<file path="src/hdl/sfdg_pkg.sv">
package sfdg_pkg;

  // Defaults for the top-level parameters
  localparam int DIGIT_STORE_DEF = 24;
  localparam int WORK_WIDTH_DEF  = 128;

  // Front-to-back queue
  localparam int QUEUE_DEPTH = 2;

  // Decoded operand widths
  localparam int MANT_W = 53;
  localparam int E2_W   = 12;
  localparam int SH_W   = 7;
  localparam int K_W    = 8;
  localparam int DIGIT_W = 4;
  localparam int DEXP_W  = 7;

  // Generator limits
  localparam int MAX_DIG_DBL    = 17;
  localparam int MAX_DIG_SGL    = 9;
  localparam int E2_MAX         = 75;
  localparam int SCALE_BITS_MAX = 96;
  localparam int GUARD_LIMIT    = 24;
  localparam int GUARD_W        = 5;

  typedef enum logic [2:0] {
    ST_DIGITS = 3'd0,
    ST_ZERO   = 3'd1,
    ST_INF    = 3'd2,
    ST_NAN    = 3'd3,
    ST_TIER   = 3'd4
  } status_e;

  typedef struct packed {
    logic                     sign;
    status_e                  cls;
    logic [MANT_W-1:0]        mant;
    logic signed [E2_W-1:0]   e2;
    logic                     pow2;
    logic                     single;
  } item_t;

endpackage

</file>
<file path="src/hdl/sfdg_queue.sv">
module sfdg_queue
  import sfdg_pkg::*;
(
  input  logic  clk_i,
  input  logic  rst_ni,
  input  logic  push_valid_i,
  input  item_t push_item_i,
  output logic  push_ready_o,
  output logic  pop_valid_o,
  output item_t pop_item_o,
  input  logic  pop_ready_i
);

  localparam int QAW = (QUEUE_DEPTH > 1) ? $clog2(QUEUE_DEPTH) : 1;

  item_t            entry_q [QUEUE_DEPTH];
  logic [QAW-1:0]   wr_ptr_q, rd_ptr_q;
  logic [QAW:0]     count_q;
  logic             push, pop;

  assign push_ready_o = count_q != (QAW+1)'(QUEUE_DEPTH);
  assign pop_valid_o  = count_q != '0;
  assign pop_item_o   = entry_q[rd_ptr_q];
  assign push = push_valid_i && push_ready_o;
  assign pop  = pop_valid_o && pop_ready_i;

  // Store pushed beats
  always_ff @(posedge clk_i) begin
    if (push) begin
      entry_q[wr_ptr_q] <= push_item_i;
    end
  end

  // Advance pointers and occupancy
  always_ff @(posedge clk_i or negedge rst_ni) begin
    if (!rst_ni) begin
      wr_ptr_q <= '0;
      rd_ptr_q <= '0;
      count_q  <= '0;
    end else begin
      if (push) begin
        wr_ptr_q <= (wr_ptr_q == QAW'(QUEUE_DEPTH - 1)) ? '0 : wr_ptr_q + 1'b1;
      end
      if (pop) begin
        rd_ptr_q <= (rd_ptr_q == QAW'(QUEUE_DEPTH - 1)) ? '0 : rd_ptr_q + 1'b1;
      end
      count_q <= count_q + (QAW+1)'(push) - (QAW+1)'(pop);
    end
  end

endmodule

</file>
<file path="config.mk">
export PLATFORM = sky130hd
export DESIGN_NAME = sfdg_queue
export DESIGN_NICKNAME = d
export VERILOG_FILES = /design/src/hdl/sfdg_pkg.sv /design/src/hdl/sfdg_queue.sv
export SDC_FILE = /design/constraint.sdc
export NUM_CORES = 1
export LEC_CHECK = 0
export BUFFER_PORTS_ARGS = -buffer_cell sky130_fd_sc_hd__buf_4
export CAP_MARGIN = 25
export CORE_UTILIZATION = 52
export DETAILED_ROUTE_END_ITERATION = 10
export GPL_TIMING_DRIVEN = 1
export MAX_ROUTING_LAYER = met4
export PLACE_DENSITY = 0.79
export REMOVE_ABC_BUFFERS = 1
export SYNTH_ARGS = -nofsm -noshare
export SYNTH_HDL_FRONTEND = slang
export SYNTH_SLANG_ARGS = --single-unit
</file>
<file path="constraint.sdc">
create_clock -name clk_i -period 5 [get_ports clk_i]
set_input_delay 0 -clock clk_i [delete_from_list [all_inputs] [get_ports clk_i]]
set_output_delay 0 -clock clk_i [all_outputs]
set_load 0.05 [all_outputs]
</file>
**Word level (Yosys, flattened, before mapping)**

Memory sizes are Yosys's and may differ from the RTL's.
Index checks and enable logic that the tools add are counted.

- Register bits: 4
- Bits in writable memories: 142
- Word-level logic and storage cells: 16
- Memories: 1

Memories:

| name | words | width | read ports | clocked after Yosys merged registers in | write ports | RTL line | RTL |
|---|---|---|---|---|---|---|---|
| entry_q | 2 | 71 | 1 | 0 | 1 | sfdg_queue.sv:16 | `item_t entry_q [QUEUE_DEPTH];` |

- $add $sub $neg: 4
- Equality and inequality tests: 1
- Mux-type cells: 4
- Reduce and logical (&&, ||, !) cells: 3

Operator list:

| operator | number |
|---|---|
| 2-to-1 mux 1 bit | 4 |
| adder 1 bit (second input constant) | 2 |
| adder 2 x 1 -> 2 bit | 1 |
| logical AND 1 bit | 2 |
| != test 2 bit (second input constant) | 1 |
| nonzero test 2 bit | 1 |
| subtractor 2 x 1 -> 2 bit | 1 |

**Longest topological paths before layout**

Gate-level depths: netlist (run 1).

- Depth in word-level cells: 4
- Depth in mapped cells: 5

**Worst setup path after synthesis (run 1)**

OpenSTA, ideal clock, no wires.

- Kind: register to register
- Start: reg count_q[0]
- End: mem entry_q[0][0] (netlist name), enable pin
- Library setup time: 0.501 ns
- Arrival time: 4.030 ns
- Slack: 0.469 ns
- Stages on the path, launching flop included: 4
- Path buffers: 0
- Clock period less this slack: 4.531 ns
- Path through: dfrtp_1 nand2b_1 nand2_1 nor2_1

- Longest elaborated chain between the ends: 4

Ends and longest elaborated chain:

| item | RTL line | RTL |
|---|---|---|
| start: declaration | sfdg_queue.sv:18 | `logic [QAW:0] count_q;` |
| start signal: assignment | sfdg_queue.sv:47 | `count_q <= count_q + (QAW+1)'(push) - (QAW+1)'(pop);` |
| != test 2 bit | sfdg_queue.sv:21 | `assign push_ready_o = count_q != (QAW+1)'(QUEUE_DEPTH);` |
| named net push_ready_o | sfdg_queue.sv:8 | `output logic push_ready_o,` |
| logical AND 1 bit | sfdg_queue.sv:24 | `assign push = push_valid_i && push_ready_o;` |
| 2-to-1 mux 1 bit | sfdg_queue.sv:29 | `if (push) begin` |
| 2-to-1 mux 1 bit (not written as such) | sfdg_queue.sv:30 | `entry_q[wr_ptr_q] <= push_item_i;` |
| end: declaration | sfdg_queue.sv:16 |  |

The timed path passes the listed nets, and every way through them passes these cells.

**Worst setup path after layout (run 1)**

- Start: reg count_q[0]
- End: mem entry_q[0][0] (netlist name), enable pin

- Longest elaborated chain between the ends: 4

Ends and longest elaborated chain:

| item | RTL line |
|---|---|
| != test 2 bit | sfdg_queue.sv:21 |
| logical AND 1 bit | sfdg_queue.sv:24 |
| 2-to-1 mux 1 bit | sfdg_queue.sv:29 |
| 2-to-1 mux 1 bit (not written as such) | sfdg_queue.sv:30 |

Every way passes these cells.

==> run_results.csv, run 1 <==
group,metric,value,unit
routing,via_count,3069,
routing,wl_per_cell,17.5,um
die,chipWidth,104,um
outcome,status,"finished clean",
min_path,hp-class,"input pin to flip-flop",
global_routing,grt_pass1_wl,16200,um
synthesis,ys_warn_count,0,
critical_path,path_class,"flip-flop to flip-flop",
routing,dr.pass1.iters,4,
sta,clock.fmax,0.403,GHz
sta,totalNegativeSetupSlack,0,ps
placement,place_ws,2500,ps
cts,numClockSinks,146,
routing,wl_met3,619,um
global_routing,gr-total-overflow,0,
synthesis,yosys.area_share.xor_xnor,0.489,%
pwr,ir_drop,0.417,mV
global_routing,grt_pass1_vias,3234,
cts,clockBufferDepth,2,
critical_path,crit_chain,"nand2b_1, nand2_1, nor2_4, buf_4",
routing,top_layer,"met4",
cts,post_cts_resize_count,0,
cts,cts.clk_slew.worst_paths,60,ps
routing,drc,0,
die,rows,36,
synthesis,yosysSeqAreaShare,81.3,%
critical_path,worstPathMaxFanout,39,
cells_and_area,final_cell_mix,"148 x buf_4, 142 x edfxtp_1, 75 x dlygate4sd3_1, 71 x mux2_2, 16 x clkbuf_16",
routing,detail_route.wirelength,10900,um
critical_path,crit_path_start_kind,"flip-flop",
critical_path,crit_slowest_cell,"nor2_4",
critical_path,cp.required,5160,ps
sta,setup_viol,0,
sta,slew_headroom,34.3,%
pwr,powerDensity,669,mW/mm2
synthesis,synth_top_family_by_area,"multiplexers",
sta,drv_slew,0,
synthesis,synth_area,0.00537,mm2
die,design.core.area,0.00991,mm2
sta,worst_pin_slew,985,ps
critical_path,arrival,2640,ps
synthesis,synth_compound_area_share,0.583,%
cells_and_area,fin_nets,553,
cts,insertion_delay,520,ps
cells_and_area,stdcell_count,623,
sta,fin_crit,2480,ps
cells_and_area,drive_gt1_share,51.6,%
cts,cts_root_buf,"clkbuf_8",
critical_path,endpoint_kind,"flip-flop",
cells_and_area,final_common_cell,"buf_4",
die,die_h,104,um
placement,dp_cells,516,
sta,hold_viol_final,0,
pwr,static-leakage-power,3.05,nW
critical_path,slowest_delay,750,ps
global_routing,antenna_found_initial,0,
global_routing,grt_max_degree,73,
flow_run,cap_violations,0,
routing,vias_per_cell,4.93,
sta,rsz0062_at_grt,"false",
routing,m1WireLength,4150,um
sta,fin_skew,7.30,ps
sta,worst_slack,2520,ps
die,dieArea,0.0107,mm2
routing,drt_iter0_drc,107,
placement,gp_congestion,0.682,
global_routing,grt_use_total,21.3,%
synthesis,synthAdderAreaFrac,0.233,%
cts,cts-buffers-inserted,17,
die,ios,148,
die,floorplan.initialDensity,54.2,%
routing,dr_wl_met2,5880,um
synthesis,syn_area_per_cell,22.1,um2
synthesis,synth_cells,243,
synthesis,ys_seq_elements,146,
cts,cts_tree,"yes",
synthesis,muxShareOfSynthArea,14.9,%
cts,htreeDepth,4,
sta,fin_crit_sh,49.7,%
synthesis,ys_types,18,
placement,dpl.hpwl,5480,um
routing,ant_nets,0,
synthesis,synthSimpleGateAreaFrac,0.909,%
cells_and_area,antenna_cells,0,
placement,port_buffers,147,
cells_and_area,area_delta_synth_final,49.1,%
## critical path: cells and delay by family (launching register included)
kind | cells | cell delay (ps)
AND/OR/NAND/NOR | 3 | 1090
buffers and inverters | 1 | 590
flip-flops | 1 | 440
## cell usage after synthesis
library cell  count  area (um2)
a21bo_1           1        10.0
buf_4             1        7.51
nor2_1            3        11.3
nand2_1           2        7.51
a211oi_1          1        7.51
nand3_1           1        5.00
a32oi_1           1        8.76
mux2_2           71         800
buf_6             7        78.8
nand2b_1          1        6.26
and3_1            1        6.26
edfxtp_1        142        4260
dfrtp_1           4         100
o21ai_0           1        5.00
or2_2             1        6.26
nor2b_1           1        6.26
ha_1              1        12.5
xnor2_1           3        26.3
## per-layer routing
layer	vias to the layer above	global-route usage (%)
met1	1484	22.8
met2	124	36.9
met3	25	6.99
met5	-	-
met4	0	7.76
li1	1436	-
## through the flow
step | cell area [um2] | utilization (%) | hold WS, ps | power [mW]
after floorplan | 5280 | - | -296 | 3.30
after global placement | 6580 | 66.4 | -201 | 3.86
after detailed placement | 6580 | 66.4 | -200 | 3.89
after CTS | 8000 | 80.8 | 180 | 5.35
after global routing | 8000 | 80.8 | 191 | 5.51
final | 8000 | 80.8 | 199 | 5.35
## flip-flops by register name, indices dropped and copies added, names as in the netlist
signal    count
entry_q     142
count_q       2
rd_ptr_q      1
wr_ptr_q      1
## logic make-up (layout without fill, tap and decap cells)
family | Yosys count | in the layout
DFF | 146 | 146
xor gates and xnor gates | 3 | 3
and+or+nand+nor | 10 | 10
AOI/OAI and AO/OA | 4 | 4
muxes | 71 | 71
buffers and inverters | 8 | 255
adders and majority gates | 1 | 1
## cell type report
class | instances | area (um2)
sequential | 146 | 4370
clock inverter | 9 | 200
multi-input combinational | 89 | 931
fill | 496 | 1910
clock buffer | 23 | 477
timing repair buffer | 223 | 1860
tap | 133 | 166
## repair_timing
item / in CTS / in global routing
buffers inserted: 0 / 0
endpoints found under the hold margin: 150 / 0
hold buffers: 75 / 0
## final timing paths
kind	from	to	slack, ps	depth (start not counted)
min in group asynchronous	rst_ni	wr_ptr_q$_DFFE_PN0P_	380	3
max reg2reg	count_q[0]$_DFF_PN0_	entry_q[0][0]$_DFFE_PP_	2520	4
max in group asynchronous	rst_ni	rd_ptr_q$_DFFE_PN0P_	4420	3
min reg2reg	wr_ptr_q$_DFFE_PN0P_	wr_ptr_q$_DFFE_PN0P_	580	1
min	push_item_i[24]	entry_q[1][24]$_DFFE_PP_	200	2
max	count_q[0]$_DFF_PN0_	entry_q[0][0]$_DFFE_PP_	2520	4
## power breakdown
group | internal, mW | switching [mW] | total [mW]
Combinational | 0.713 | 1.35 | 2.06
Sequential | 1.68 | 0.184 | 1.86
Clock | 0.964 | 0.462 | 1.43
Total | 3.35 | 2.00 | 5.35
Power figures use the tool's default switching activity.
==> run 2: changes to the inputs <==
--- a/config.mk
+++ b/config.mk
@@ -7,11 +7,11 @@
 export LEC_CHECK = 0
 export BUFFER_PORTS_ARGS = -buffer_cell sky130_fd_sc_hd__buf_4
 export CAP_MARGIN = 25
-export CORE_UTILIZATION = 52
+export CORE_UTILIZATION = 47
 export DETAILED_ROUTE_END_ITERATION = 10
 export GPL_TIMING_DRIVEN = 1
 export MAX_ROUTING_LAYER = met4
-export PLACE_DENSITY = 0.79
+export PLACE_DENSITY = 0.76
 export REMOVE_ABC_BUFFERS = 1
 export SYNTH_ARGS = -nofsm -noshare
 export SYNTH_HDL_FRONTEND = slang
==> constraint.sdc (replaced) <==
create_clock -name clk_i -period 2.1 [get_ports clk_i]
set_input_delay 0 -clock clk_i [delete_from_list [all_inputs] [get_ports clk_i]]
set_output_delay 0 -clock clk_i [all_outputs]
set_load 0.05 [all_outputs]
==> run_results.csv, run 2 (synthesis results as in run 1) <==
group,metric,value,unit
critical_path,path_class,"flip-flop to output port",
min_path,hp-class,"input pin to flip-flop",
critical_path,arrival,1940,ps
cts,cts_root_buf,"clkbuf_16",
flow_run,cap_violations,0,
placement,dpl.hpwl,6160,um
routing,drc,0,
sta,setup_viol,0,
critical_path,cp.required,2100,ps
sta,totalNegativeSetupSlack,0,ps
die,design.core.area,0.0110,mm2
placement,port_buffers,147,
die,dieArea,0.0119,mm2
die,chipWidth,109,um
die,rows,38,
pwr,static-leakage-power,3.04,nW
cells_and_area,reg_top3,"entry_q x142, count_q x2",
cells_and_area,largest_reg_flops,142,
sta,holdWs,310,ps
outcome,status,"finished clean",
cts,cts.clk_slew.worst_paths,60,ps
global_routing,grt_use_total,19.5,%
sta,fin_skew,8.04,ps
cells_and_area,final_cell_mix,"151 x buf_4, 142 x edfxtp_1, 75 x dlygate4sd3_1, 71 x mux2_2, 17 x clkbuf_16",
cts,cts_tree,"yes",
global_routing,grt_pass1_wl,15700,um
critical_path,path_common_cell,"buf_4",
global_routing,grt_max_degree,46,
cts,cts-buffers-inserted,17,
cts,numClockSinks,146,
cells_and_area,stdcell_count,637,
sta,worst_pin_slew,401,ps
placement,place_ws,521,ps
cts,htreeDepth,4,
cells_and_area,fillers,686,
critical_path,crit_path_start_kind,"flip-flop",
placement,dp_cells,529,
cts,post_cts_resize_count,0,
global_routing,gr-total-overflow,0,
die,floorplan.initialDensity,48.9,%
critical_path,crit_slowest_cell,"dfrtp_4",
pwr,switchingPower,4.73,mW
sta,fin_crit_sh,92.6,%
sta,hold_viol_final,0,
cells_and_area,top_register,"entry_q",
placement,gp_congestion,0.707,
routing,via_count,3099,
sta,drv_slew,0,
pwr,internal_power,7.52,mW
cts,insertion_delay,420,ps
pwr,powerDensity,1540,mW/mm2
pwr,clockPowerShare,22.8,%
pwr,ir_drop,1.33,mV
routing,vias_per_cell,4.86,
global_routing,antenna_found_initial,1,
routing,wl_per_cell,16.8,um
routing,detail_route.wirelength,10700,um
die,die_h,109,um
sta,clock.fmax,0.514,GHz
cts,post_cts_buffers,0,
routing,drt_iter0_drc,104,
critical_path,slowest_delay,670,ps
sta,slew_headroom,73.2,%
sta,rsz0062_at_grt,"false",
pwr,switching_share,38.6,%
cells_and_area,final_common_cell,"buf_4",
die,ios,148,
routing,ant_nets,0,
sta,worst_slack,156,ps
cells_and_area,fin_nets,559,
critical_path,endpoint_kind,"output port",
cells_and_area,area_delta_synth_final,48.5,%
critical_path,worstPathMaxFanout,27,
cts,clockBufferDepth,2,
pwr,p_comb_share,42.4,%
global_routing,grt_pass1_vias,3237,
critical_path,crit_chain,"buf_4, mux2_2, buf_4",
sta,fin_crit,1940,ps
cells_and_area,drive_gt1_share,51.8,%
routing,dr.pass1.iters,4,
pwr,p_seq_share,34.8,%
## run 2: cell count changes in the layout (fill, tap and decap cells not counted), moves of 2 or more
cell | before | now
bufinv_16 | 6 | 2
clkinv_2 | 1 | 7
clkbuf_8 | 5 | 0
buf_12 | 0 | 3
clkinv_1 | 0 | 2
buf_4 | 148 | 151
## run 2: per-layer routing
layer / wire length (um) / vias to the layer above / track usage (%)
li1: - / 1449 / -
met1: 4090 / 1524 / 20.1
met2: 5860 / 103 / 33.5
met3: 503 / 23 / 5.38
met4: 225 / 0 / 10.8
met5: 0 / - / -
## run 2: layout make-up
class / count / area, um2 / share of cell area, %
sequential: 146 / 4370 / 54.8
tap: 140 / 175 / 2.20
clock inverter: 13 / 119 / 1.49
antenna: 1 / 2.50 / 0.0314
multi-input combinational: 89 / 931 / 11.7
clock buffer: 19 / 433 / 5.43
timing repair buffer: 229 / 1940 / 24.4
## run 2: power groups by stage
| stage | combinational [mW] | clock [mW] | sequential [mW] |
|---|---|---|---|
| 6_report | 5.19 | 2.79 | 4.26 |
| 5_1_grt | 5.41 | 2.96 | 4.33 |
| 4_1_cts | 5.22 | 2.83 | 4.27 |
| 3_5_place_dp | 5.09 | 0 | 4.32 |
| 3_3_place_gp | 5.06 | 0 | 4.28 |
| 2_1_floorplan | 3.48 | 0 | 4.39 |
## run 2: stage by stage
| stage | utilization (%) | total power [mW] | cell area, um2 |
|---|---|---|---|
| after CTS | 72.6 | 12.3 | 7970 |
| after global placement | 60.7 | 9.34 | 6670 |
| after detailed placement | 60.7 | 9.41 | 6670 |
| after floorplan | - | 7.87 | 5280 |
| after global routing | 72.6 | 12.7 | 7970 |
| final | 72.6 | 12.2 | 7970 |
## run 2: critical path, delay by kind of cell (launching register included)
family,cells,cell delay (ps)
flip-flops,1,670
buffers and inverters,2,480
multiplexers,1,370
## run 2: final timing paths
kind                                      start                       end  slack (ps)  depth (start not counted)
max reg2reg                count_q[0]$_DFF_PN0_  entry_q[0][34]$_DFFE_PP_         490                          4
max in group asynchronous                rst_ni      rd_ptr_q$_DFFE_PN0P_        1380                          3
max                        rd_ptr_q$_DFFE_PN0P_            pop_item_o[62]         160                          3
min                              push_item_i[9]   entry_q[0][9]$_DFFE_PP_         310                          2
min reg2reg                wr_ptr_q$_DFFE_PN0P_      wr_ptr_q$_DFFE_PN0P_         580                          1
min in group asynchronous                rst_ni      rd_ptr_q$_DFFE_PN0P_         510                          3
## run 2: timing repair
action / CTS / global route
setup endpoints to repair: 0 / 0
hold endpoints to repair: 149 / 0
hold buffers: 75 / 0
