===== src/hdl/sfdg_pkg.sv =====
package sfdg_pkg;

  // Defaults for the top-level parameters
  localparam int DIGIT_STORE_DEF = 24;
  localparam int WORK_WIDTH_DEF  = 128;

  // Front-to-back queue
  localparam int QUEUE_DEPTH = 2;

  // Decoded operand widths
  localparam int MANT_W = 53;
  localparam int E2_W   = 12;
  localparam int SH_W   = 7;
  localparam int K_W    = 8;
  localparam int DIGIT_W = 4;
  localparam int DEXP_W  = 7;

  // Generator limits
  localparam int MAX_DIG_DBL    = 17;
  localparam int MAX_DIG_SGL    = 9;
  localparam int E2_MAX         = 75;
  localparam int SCALE_BITS_MAX = 96;
  localparam int GUARD_LIMIT    = 24;
  localparam int GUARD_W        = 5;

  typedef enum logic [2:0] {
    ST_DIGITS = 3'd0,
    ST_ZERO   = 3'd1,
    ST_INF    = 3'd2,
    ST_NAN    = 3'd3,
    ST_TIER   = 3'd4
  } status_e;

  typedef struct packed {
    logic                     sign;
    status_e                  cls;
    logic [MANT_W-1:0]        mant;
    logic signed [E2_W-1:0]   e2;
    logic                     pow2;
    logic                     single;
  } item_t;

endpackage


===== src/hdl/sfdg_front.sv =====
module sfdg_front
  import sfdg_pkg::*;
(
  input  logic [63:0] raw_bits_i,
  input  logic        is_single_i,
  output item_t       item_o
);

  localparam logic [10:0] EXP_MAX_DBL = 11'h7FF;
  localparam logic [7:0]  EXP_MAX_SGL = 8'hFF;
  localparam logic signed [E2_W-1:0] BIAS_DBL   = 12'sd1075;
  localparam logic signed [E2_W-1:0] DENORM_DBL = -12'sd1074;
  localparam logic signed [E2_W-1:0] BIAS_SGL   = 12'sd150;
  localparam logic signed [E2_W-1:0] DENORM_SGL = -12'sd149;

  logic              exp_nz;
  logic              mant_nz;
  logic              max_exp;
  logic [MANT_W-1:0] mant_m;

  // Split the pattern into sign, exponent and significand
  always_comb begin
    item_o = '0;
    if (is_single_i) begin
      item_o.sign = raw_bits_i[31];
      exp_nz  = |raw_bits_i[30:23];
      mant_nz = |raw_bits_i[22:0];
      max_exp = raw_bits_i[30:23] == EXP_MAX_SGL;
      mant_m  = {29'd0, exp_nz, raw_bits_i[22:0]};
      item_o.e2 = exp_nz ? $signed({4'd0, raw_bits_i[30:23]}) - BIAS_SGL : DENORM_SGL;
    end else begin
      item_o.sign = raw_bits_i[63];
      exp_nz  = |raw_bits_i[62:52];
      mant_nz = |raw_bits_i[51:0];
      max_exp = raw_bits_i[62:52] == EXP_MAX_DBL;
      mant_m  = {exp_nz, raw_bits_i[51:0]};
      item_o.e2 = exp_nz ? $signed({1'b0, raw_bits_i[62:52]}) - BIAS_DBL : DENORM_DBL;
    end
    item_o.mant   = mant_m;
    item_o.pow2   = exp_nz && !mant_nz;
    item_o.single = is_single_i;
    // Classify specials before any digit work
    if (max_exp) begin
      item_o.cls = mant_nz ? ST_NAN : ST_INF;
    end else if (mant_m == '0) begin
      item_o.cls = ST_ZERO;
    end else begin
      item_o.cls = ST_DIGITS;
    end
  end

endmodule


===== config.mk =====
export PLATFORM = sky130hd
export DESIGN_NAME = sfdg_front
export DESIGN_NICKNAME = d
export VERILOG_FILES = /design/src/hdl/sfdg_pkg.sv /design/src/hdl/sfdg_front.sv
export SDC_FILE = /design/constraint.sdc
export NUM_CORES = 1
export LEC_CHECK = 0
export BUFFER_PORTS_ARGS = -buffer_cell sky130_fd_sc_hd__clkbuf_2
export CAP_MARGIN = 15
export CORE_MARGIN = 5
export CORE_UTILIZATION = 37
export DETAILED_ROUTE_END_ITERATION = 10
export GPL_ROUTABILITY_DRIVEN = 0
export PLACE_DENSITY_LB_ADDON = 0.2
export SYNTH_ARGS = -nofsm -noshare
export SYNTH_HDL_FRONTEND = slang
export SYNTH_SLANG_ARGS = --single-unit

===== constraint.sdc =====
create_clock -name vclk -period 3.45
set_input_delay 0.1725 -clock vclk [all_inputs]
set_output_delay 0.1725 -clock vclk [all_outputs]
set_load 0.02 [all_outputs]

; After elaboration in Yosys (flattened, before gate mapping)
; Index checks and enable logic that the tools add are counted.
[word_totals]
register_bits = 0
wordCells = 22
output_inout_bits = 71
in_bits = 65
[op_classes]
muxes = 11
n_addsub = 2
reduce_logical = 7
eq_ne = 2
[ops]
columns = operator, count
row1 = 53-bit logical NOT, 1
row2 = 53-bit 2-to-1 mux, 1
row3 = 52-bit OR reduction, 1
row4 = 12-bit 2-to-1 mux, 3
row5 = 23-bit OR reduction, 1
row6 = 11-bit by 11-bit subtractor with 12-bit output (second input constant), 1
row7 = 11-bit equality test (second input constant), 1
row8 = 11-bit OR reduction, 1
row9 = 8-bit by 8-bit subtractor with 9-bit output (second input constant), 1
row10 = 8-bit equality test (second input constant), 1
row11 = 8-bit OR reduction, 1
row12 = 1-bit 2-to-1 mux, 6
row13 = 2-bit 2-to-1 mux, 1
row14 = 1-bit logical AND, 1
row15 = 1-bit logical NOT, 1

; Depth between registers and ports, before layout
; Gate-level depths: netlist of run 1.
[logic_depth]
word_depth = 5
mapped_depth = 7
depth_no_buf = 7

; Worst setup path before layout of run 1
; OpenSTA, ideal clock, no wires.
[synth_path]
kind = input port to output port
startpoint = input raw_bits_i[56]
endpoint = output item_o[67] (netlist name)
path_buffers = 1
slack_ps = 1848
arrival_time_ps = 1430
stages = 6
t_required_ps = 3277
cell_sequence = buf_2 nor4b_1 and3_4 nor2_4 nand4b_1 o2bb2ai_1
[synth_rtl]
columns = item, line
row1 = start: declaration, sfdg_front.sv:4  ; input logic [63:0] raw_bits_i,
row2 = end: declaration, sfdg_front.sv:6  ; output item_t item_o

==> results of run 1 <==
-- layout make-up --
type                       count  share of cell area
multi-input combinational    135               0.531
timing repair buffer         136               0.430
inverter                       6              0.0142
tap                           31              0.0244
-- cell families after synthesis --
family / Yosys count / share of synthesized area
XOR/XNOR: 12 / 0.0961
other: 1 / 0.00343
buffers and inverters: 38 / 0.228
multiplexers: 1 / 0.0103
AO/OA/AOI/OAI: 26 / 0.148
AND/OR/NAND/NOR: 91 / 0.469
adder cells (fa/ha/maj): 4 / 0.0458
-- layout by cell type (no fill, tap or decap), drive strengths merged, types with 5 or more instances in the layout --
master	instances
o21ai	7
nor2b	27
xor2	7
inv	6
xnor2	5
nor3	6
nor2	16
a21oi	7
nor4	11
clkbuf	135
nand4	5
nand2	15
-- worst paths after layout --
path,start,to,slack [ps],cells past startpoint
worst max-delay path,raw_bits_i[52],item_o[6],1680,8
worst min-delay path,raw_bits_i[17],item_o[31],580,2
-- power breakdown --
group / internal, mW / leakage (nW) / total (mW) / switching, mW
registers: 0 / 0 / 0 / 0
clock network: 0 / 0 / 0 / 0
logic: 0.0919 / 0.882 / 0.242 / 0.150
total: 0.0919 / 0.882 / 0.242 / 0.150
-- synthesized netlist by cell type --
cell / count
mux2_2: 1
a22oi_1: 1
nor4_1: 9
o21a_1: 2
nand3b_1: 2
a41o_1: 1
inv_1: 6
xnor2_1: 5
o2bb2ai_1: 1
nor2_1: 15
nor4b_1: 1
nor2_4: 1
buf_4: 26
nand2b_1: 1
a211o_1: 1
and3_4: 1
clkbuf_1: 4
conb_1: 1
nor2b_1: 27
a31oi_1: 4
nor4_2: 2
nand2_1: 15
buf_6: 1
buf_2: 1
nor3_1: 6
a21o_1: 1
a32oi_1: 1
xor2_1: 7
or3_2: 1
nand4_1: 5
o21ai_0: 7
ha_1: 4
nand4b_1: 1
nand3_1: 4
a21oi_1: 7
-- routing by layer --
metal / global-route usage / up-vias / share of wire
li1: - / 794 / -
met1: 0.205 / 647 / 0.38
met2: 0.352 / 75 / 0.53
met3: 0.0175 / 0 / 0.089
met4: 0.00528 / 0 / 0
met5: 0 / - / 0
-- per-stage QoR --
stage | setup WS, ps | hold slack [ps] | utilization | power (mW) | cell area [um^2]
4_1_cts | 1680 | 578 | 0.566 | 0.245 | 1590
3_3_place_gp | 1700 | 577 | 0.566 | 0.243 | 1590
2_1_floorplan | 1850 | 458 | - | 0.156 | 1090
3_5_place_dp | 1680 | 578 | 0.566 | 0.244 | 1590
6_report | 1680 | 576 | 0.566 | 0.242 | 1590
5_1_grt | 1590 | 583 | 0.566 | 0.264 | 1590
-- critical path, stage by stage --
cell	delay, ps
clkbuf_2	130
inv_1	50
ha_1	190
nor4b_1	140
and3_4	200
or3_2	440
o21ai_0	90
clkbuf_2	190
==> metrics.txt, run 1 <==
Setup Viol. Count Final 0; Std-Cell Rows 19; max_slew headroom 0.666; WP data required 3280 ps; minimum clock period 1770 ps; Initial Utilization 0.390; syn nets 242; Max Slew Vio Count 0; Max Cap Violations 0; vias post-DR 1,516; Crit path arrival time 1600 ps; Post-Syn Area 1090 um^2; Area contributors post-synth buf_4 18%, nor2b_1 15%, xor2_1 5.6%; final period utilization 0.514; post-CTS setup buffers 0; largest net degree at the start of global routing 45; DP Wirelength 3530 um; share of the synthesized area in the top cell type 0.178; Max Fclk 564 MHz; First-pass DRT Iterations 4; DRC Markers 0; Avg WL per Cell 12.7 um; final WL 3910 um; Yosys cell types 35; number of sequential cells 0; clock buffers 0; PostCTS Resize Cnt 0; n_diodes 0; critical path endpoint category primary output; worst vdd ir 0.0000721 V; placed cell count 308; setup_tns 0 ps; Layout Cells excl Fill 308; Layout Nets 348; synth-to-layout area growth 45.3%; Worst Hold Class in2out; crit-path max FO 5; I/O Buffers 135; multi-input gate area in the final layout 845 um^2; vias in the first global route 1,460; RSZ-0062 raised after global routing no; io pins 136; critical path launch point type primary input; register area share after synthesis 0; critical path class in2out; initial antenna violation count 0; drt first-iter violations 42; first-pass GRT wire length 6220 um; remaining global-route overflow 0; Layout fillers 309; pwr/cell area 152 nW/um^2; P_leak 0.882 nW; Antenna Violating Nets Remaining 0; total track usage 0.174; Yosys warning count 0; FF+latch area 0 um^2; synthesized area per cell 6.32 um^2; DIE AREA 4140 um^2; Core ar. 2810 um^2; leading area contributor after synthesis buf_4; Syn Inst Count 173; Slew @ Worst Pin 499 ps; Hold Fails Final Rpt 0; number of vias per cell 4.92; Die Wd 64.4 um; share of cells above drive strength 1 0.513; # hold bufs at CTS 0; Die H 64.4 um; outcome complete, no violations
No activity file was read; power rests on OpenSTA's default activity.
==> run 2: changes to the inputs <==
--- a/config.mk
+++ b/config.mk
@@ -8,7 +8,7 @@
 export BUFFER_PORTS_ARGS = -buffer_cell sky130_fd_sc_hd__clkbuf_2
 export CAP_MARGIN = 15
 export CORE_MARGIN = 5
-export CORE_UTILIZATION = 37
+export CORE_UTILIZATION = 31
 export DETAILED_ROUTE_END_ITERATION = 10
 export GPL_ROUTABILITY_DRIVEN = 0
 export PLACE_DENSITY_LB_ADDON = 0.2
==> constraint.sdc (replaced) <==
create_clock -name vclk -period 1.5
set_input_delay 0.075 -clock vclk [all_inputs]
set_output_delay 0.075 -clock vclk [all_outputs]
set_load 0.02 [all_outputs]
==> metrics.txt, run 2 (synthesis gave the netlist of run 1 again) <==
n_diodes 0 (unchanged); vias post-DR 1,594 (+5.1%); Max Fclk 712 MHz; outcome complete, no violations; critical path endpoint category primary output; Avg WL per Cell 12.6 um (-0.86%); Max Cap Violations 0 (unchanged); most common cell after layout, fill and taps aside clkbuf_2; post-layout util 0.537 (-0.0293); share of cells above drive strength 1 0.568 (+0.0554); critical path class in2out; crit-path max FO 3 (-2); finished layout cell area 1810 um^2 (+14%); minimum clock period 1410 ps; pre-CTS setup slack -7.60 ps (-1690 ps); Worst Hold Class in2out; Top delay family on crit path simple AND/OR/NAND/NOR gates; pwr/cell area 338 nW/um^2 (+120%); Max Slew Vio Count 0 (unchanged); remaining global-route overflow 0 (unchanged); DIE AREA 4820 um^2 (+16%); number of vias per cell 4.69 (-4.8%); post-CTS setup buffers 0 (unchanged); final period utilization 0.937; Crit path arrival time 1330 ps (-270 ps); drt first-iter violations 28 (-33%); Die Wd 69.4 um (+7.8%); placement-stage cell area 1740 um^2 (+9.2%); first-pass GRT wire length 6730 um (+8.2%); Antenna Violating Nets Remaining 0 (unchanged); PnR worst setup slack 94.8 ps (-1580 ps); total track usage 0.159 (-0.0150); Largest stage delay, worst path 210 ps (-230 ps); RSZ-0062 raised after global routing no; clock buffers 0 (unchanged); final WL 4280 um (+9.4%); io pins 136 (unchanged); worst path bufs/invs 2 (-1); initial antenna violation count 0 (unchanged); critical path, cell by cell buf_4 > ha_1 > nor3_2 > nand3b_1 > nand2_1 > xor2_1 > a21oi_1 > buf_2; setup_tns 0 ps (unchanged); worst vdd ir 0.000161 V (+120%); Std-Cell Rows 21 (+2); most frequent cells in the layout 129 x clkbuf_2, 27 x nor2b_1, 20 x buf_4, 15 x nand2_1, 15 x nor2_1; Core ar. 3360 um^2 (+20%); slowest CP cell ha_1; Initial Utilization 0.325 (-0.0647); WP data required 1420 ps (-1860 ps); Hold Fails Final Rpt 0 (unchanged); FF+latch area 0 um^2 (unchanged); Layout fillers 373 (+21%); synth-to-layout area growth 65.2%; P_leak 0.974 nW (+10%); First-pass DRT Iterations 4 (unchanged); largest net degree at the start of global routing 26 (-42%); Setup Viol. Count Final 0 (unchanged); Layout Nets 365 (+4.9%); DRC Markers 0 (unchanged); critical path launch point type primary input; number of sequential cells 0 (unchanged); I/O Buffers 135 (unchanged); vias in the first global route 1,478 (+1.2%); Die H 69.4 um (+7.8%); DP Wirelength 3910 um (+11%)
-- run 2: final timing paths --
kind	startpoint	to	slack [ps]	depth (start not counted)
min	raw_bits_i[7]	item_o[21]	380	2
max	raw_bits_i[52]	item_o[10]	90	8
-- run 2: area by class of cell --
cell class | instances | area [um^2] | share of cell area
well taps | 46 | 57.6 | 0.0319
repair buffers | 153 | 822 | 0.455
multi-input cells | 135 | 905 | 0.501
inverters | 6 | 22.5 | 0.0125
-- run 2: timing repair --
action | in CTS | in global routing
pin swaps | 0 | 4
resized for setup | 3 | 19
gates cloned | 0 | 0
hold buffers | 0 | 0
setup endpoints to repair | 1 | 9
hold endpoints to repair | 0 | 0
-- run 2: metal layers --
metal | share of wire | routed length (um) | track usage
met4 | 0 | 0 | 0.00434
met2 | 0.51 | 2190 | 0.309
met1 | 0.39 | 1680 | 0.181
met5 | 0 | 0 | 0
met3 | 0.094 | 401 | 0.0406
-- run 2: where the power goes --
| group | switching [mW] | leakage, nW | internal, mW | total [mW] |
|---|---|---|---|---|
| clock network | 0 | 0 | 0 | 0 |
| registers | 0 | 0 | 0 | 0 |
| logic | 0.363 | 0.974 | 0.248 | 0.611 |
-- run 2: metrics by stage --
step	power (mW)	instances	hold slack (ps)
after floorplan	0.359	173	263
after global placement	0.595	340	382
after detailed placement	0.596	340	384
after CTS	0.601	340	385
after global routing	0.662	340	387
final	0.611	340	382
==> run 3: changes to the inputs <==
--- a/config.mk
+++ b/config.mk
@@ -7,11 +7,13 @@
 export LEC_CHECK = 0
 export BUFFER_PORTS_ARGS = -buffer_cell sky130_fd_sc_hd__clkbuf_2
 export CAP_MARGIN = 15
+export CELL_PAD_IN_SITES_DETAIL_PLACEMENT = 1
+export CELL_PAD_IN_SITES_GLOBAL_PLACEMENT = 2
 export CORE_MARGIN = 5
-export CORE_UTILIZATION = 31
+export CORE_UTILIZATION = 13
 export DETAILED_ROUTE_END_ITERATION = 10
 export GPL_ROUTABILITY_DRIVEN = 0
-export PLACE_DENSITY_LB_ADDON = 0.2
+export PLACE_DENSITY = 0.81
 export SYNTH_ARGS = -nofsm -noshare
 export SYNTH_HDL_FRONTEND = slang
 export SYNTH_SLANG_ARGS = --single-unit
==> metrics.txt, run 3 (synthesis gave the netlist of run 1 again) <==
number of vias per cell 4.17 (-11%); Hold Fails Final Rpt 0 (unchanged); Max Slew Vio Count 0 (unchanged); share of cells above drive strength 1 0.593 (+0.0253); first-pass GRT wire length 8440 um (+25%); Initial Utilization 0.133 (-0.192); Worst Hold Depth 2 (unchanged); Std-Cell Rows 33 (+57%); Max Cap Violations 0 (unchanged); Layout Nets 371 (+1.6%); worst path bufs/invs 3 (+1); Top delay family on crit path simple AND/OR/NAND/NOR gates; pre-CTS setup slack -91.0 ps (-83.4 ps); most common cell after layout, fill and taps aside clkbuf_2; initial antenna violation count 0 (unchanged); clock buffers 0 (unchanged); vias post-DR 1,689 (+6.0%); vias in the first global route 1,727 (+17%); I/O Buffers 135 (unchanged); most frequent cells in the layout 124 x clkbuf_2, 27 x nor2b_1, 27 x buf_4, 15 x nand2_1, 14 x nor2_1; Core ar. 8220 um^2 (+140%); max_slew headroom 0.605; Layout fillers 1,083 (+190%); critical path launch point type primary input; worst vdd ir 0.000138 V (-14%); critical path class in2out; Largest stage delay, worst path 250 ps (+40 ps); Setup Viol. Count Final 0 (unchanged); First-pass DRT Iterations 4 (unchanged); placement-stage cell area 1840 um^2 (+6.0%); WHS 383 ps (+1.32 ps); final period utilization 0.955 (+0.0180); number of sequential cells 0 (unchanged); DIE AREA 10,300 um^2 (+110%); Slew @ Worst Pin 589 ps; pwr/cell area 331 nW/um^2 (-2.2%); minimum clock period 1430 ps (+27.0 ps); drt first-iter violations 28 (unchanged); FF+latch area 0 um^2 (unchanged); RSZ-0062 raised after global routing yes; crit-path max FO 6 (+3); largest net degree at the start of global routing 24 (-7.7%); critical path endpoint category primary output; synth-to-layout area growth 83.0%; outcome complete, no violations; setup_tns 0 ps (unchanged); slowest CP cell and3_4; DRC Markers 0 (unchanged); Avg WL per Cell 14.2 um (+13%); P_leak 1.02 nW (+4.7%); Max Fclk 698 MHz (-1.9%); Antenna Violating Nets Remaining 0 (unchanged); Crit path arrival time 1360 ps (+30 ps); finished layout cell area 2000 um^2 (+11%); io pins 136 (unchanged); n_diodes 0 (unchanged); total track usage 0.0996 (-0.0596); Worst Hold Class in2out; # hold bufs at CTS 0 (unchanged); PnR worst setup slack 67.7 ps (-27.0 ps); DP Wirelength 5090 um (+30%); remaining global-route overflow 0 (unchanged); WP data required 1420 ps (about the same); Die Wd 102 um (+47%); Die H 102 um (+47%); final WL 5760 um (+35%); critical path, cell by cell buf_8 > inv_4 > ha_4 > nor4b_4 > and3_4 > nor2_4 > nand4b_1 > o2bb2ai_1 > buf_4; critical path depth 9 (+1)
==> run 3: cell count changes in the layout (fill, tap and decap cells not counted), moves of 2 or more <==
| cell | change |
|---|---|
| ha_1 | -2 |
| buf_8 | +2 |
| inv_4 | +2 |
| buf_4 | +7 |
| clkbuf_2 | -5 |
==> run 3: layout make-up <==
class	count	area, um^2	share of cell area
multi-input combinational	135	941	0.470
timing repair buffer	159	901	0.450
tap	105	131	0.0657
inverter	6	27.5	0.0138
==> run 3: worst paths after layout <==
check / start / to / slack [ps]
setup / recovery: raw_bits_i[53] / item_o[67] / 70
hold / removal: raw_bits_i[19] / item_o[33] / 380
==> run 3: per-stage QoR <==
stage | instances | utilization | power (mW)
floorplan | 173 | - | 0.359
global placement | 403 | 0.224 | 0.615
detailed placement | 403 | 0.224 | 0.620
CTS | 403 | 0.234 | 0.646
global route | 405 | 0.243 | 0.719
finish | 405 | 0.243 | 0.661
==> run 3: report_power, final <==
part           internal (mW)  switching [mW]  total [mW]
combinational          0.271           0.391       0.661
clock                      0               0           0
sequential                 0               0           0
total                  0.271           0.391       0.661
==> run 3: metal layers <==
metal	track usage	vias up	part of all wire
li1	-	831	-
met4	0.00409	0	0.0042
met5	0	-	0
met1	0.112	768	0.37
met3	0.0193	2	0.11
met2	0.201	88	0.52
==> run 3: what timing repair did <==
action,4_1_cts,5_1_grt
endpoints found under the setup margin,6,8
pin swaps,0,12
gates resized for setup,16,26
buffers inserted,0,2
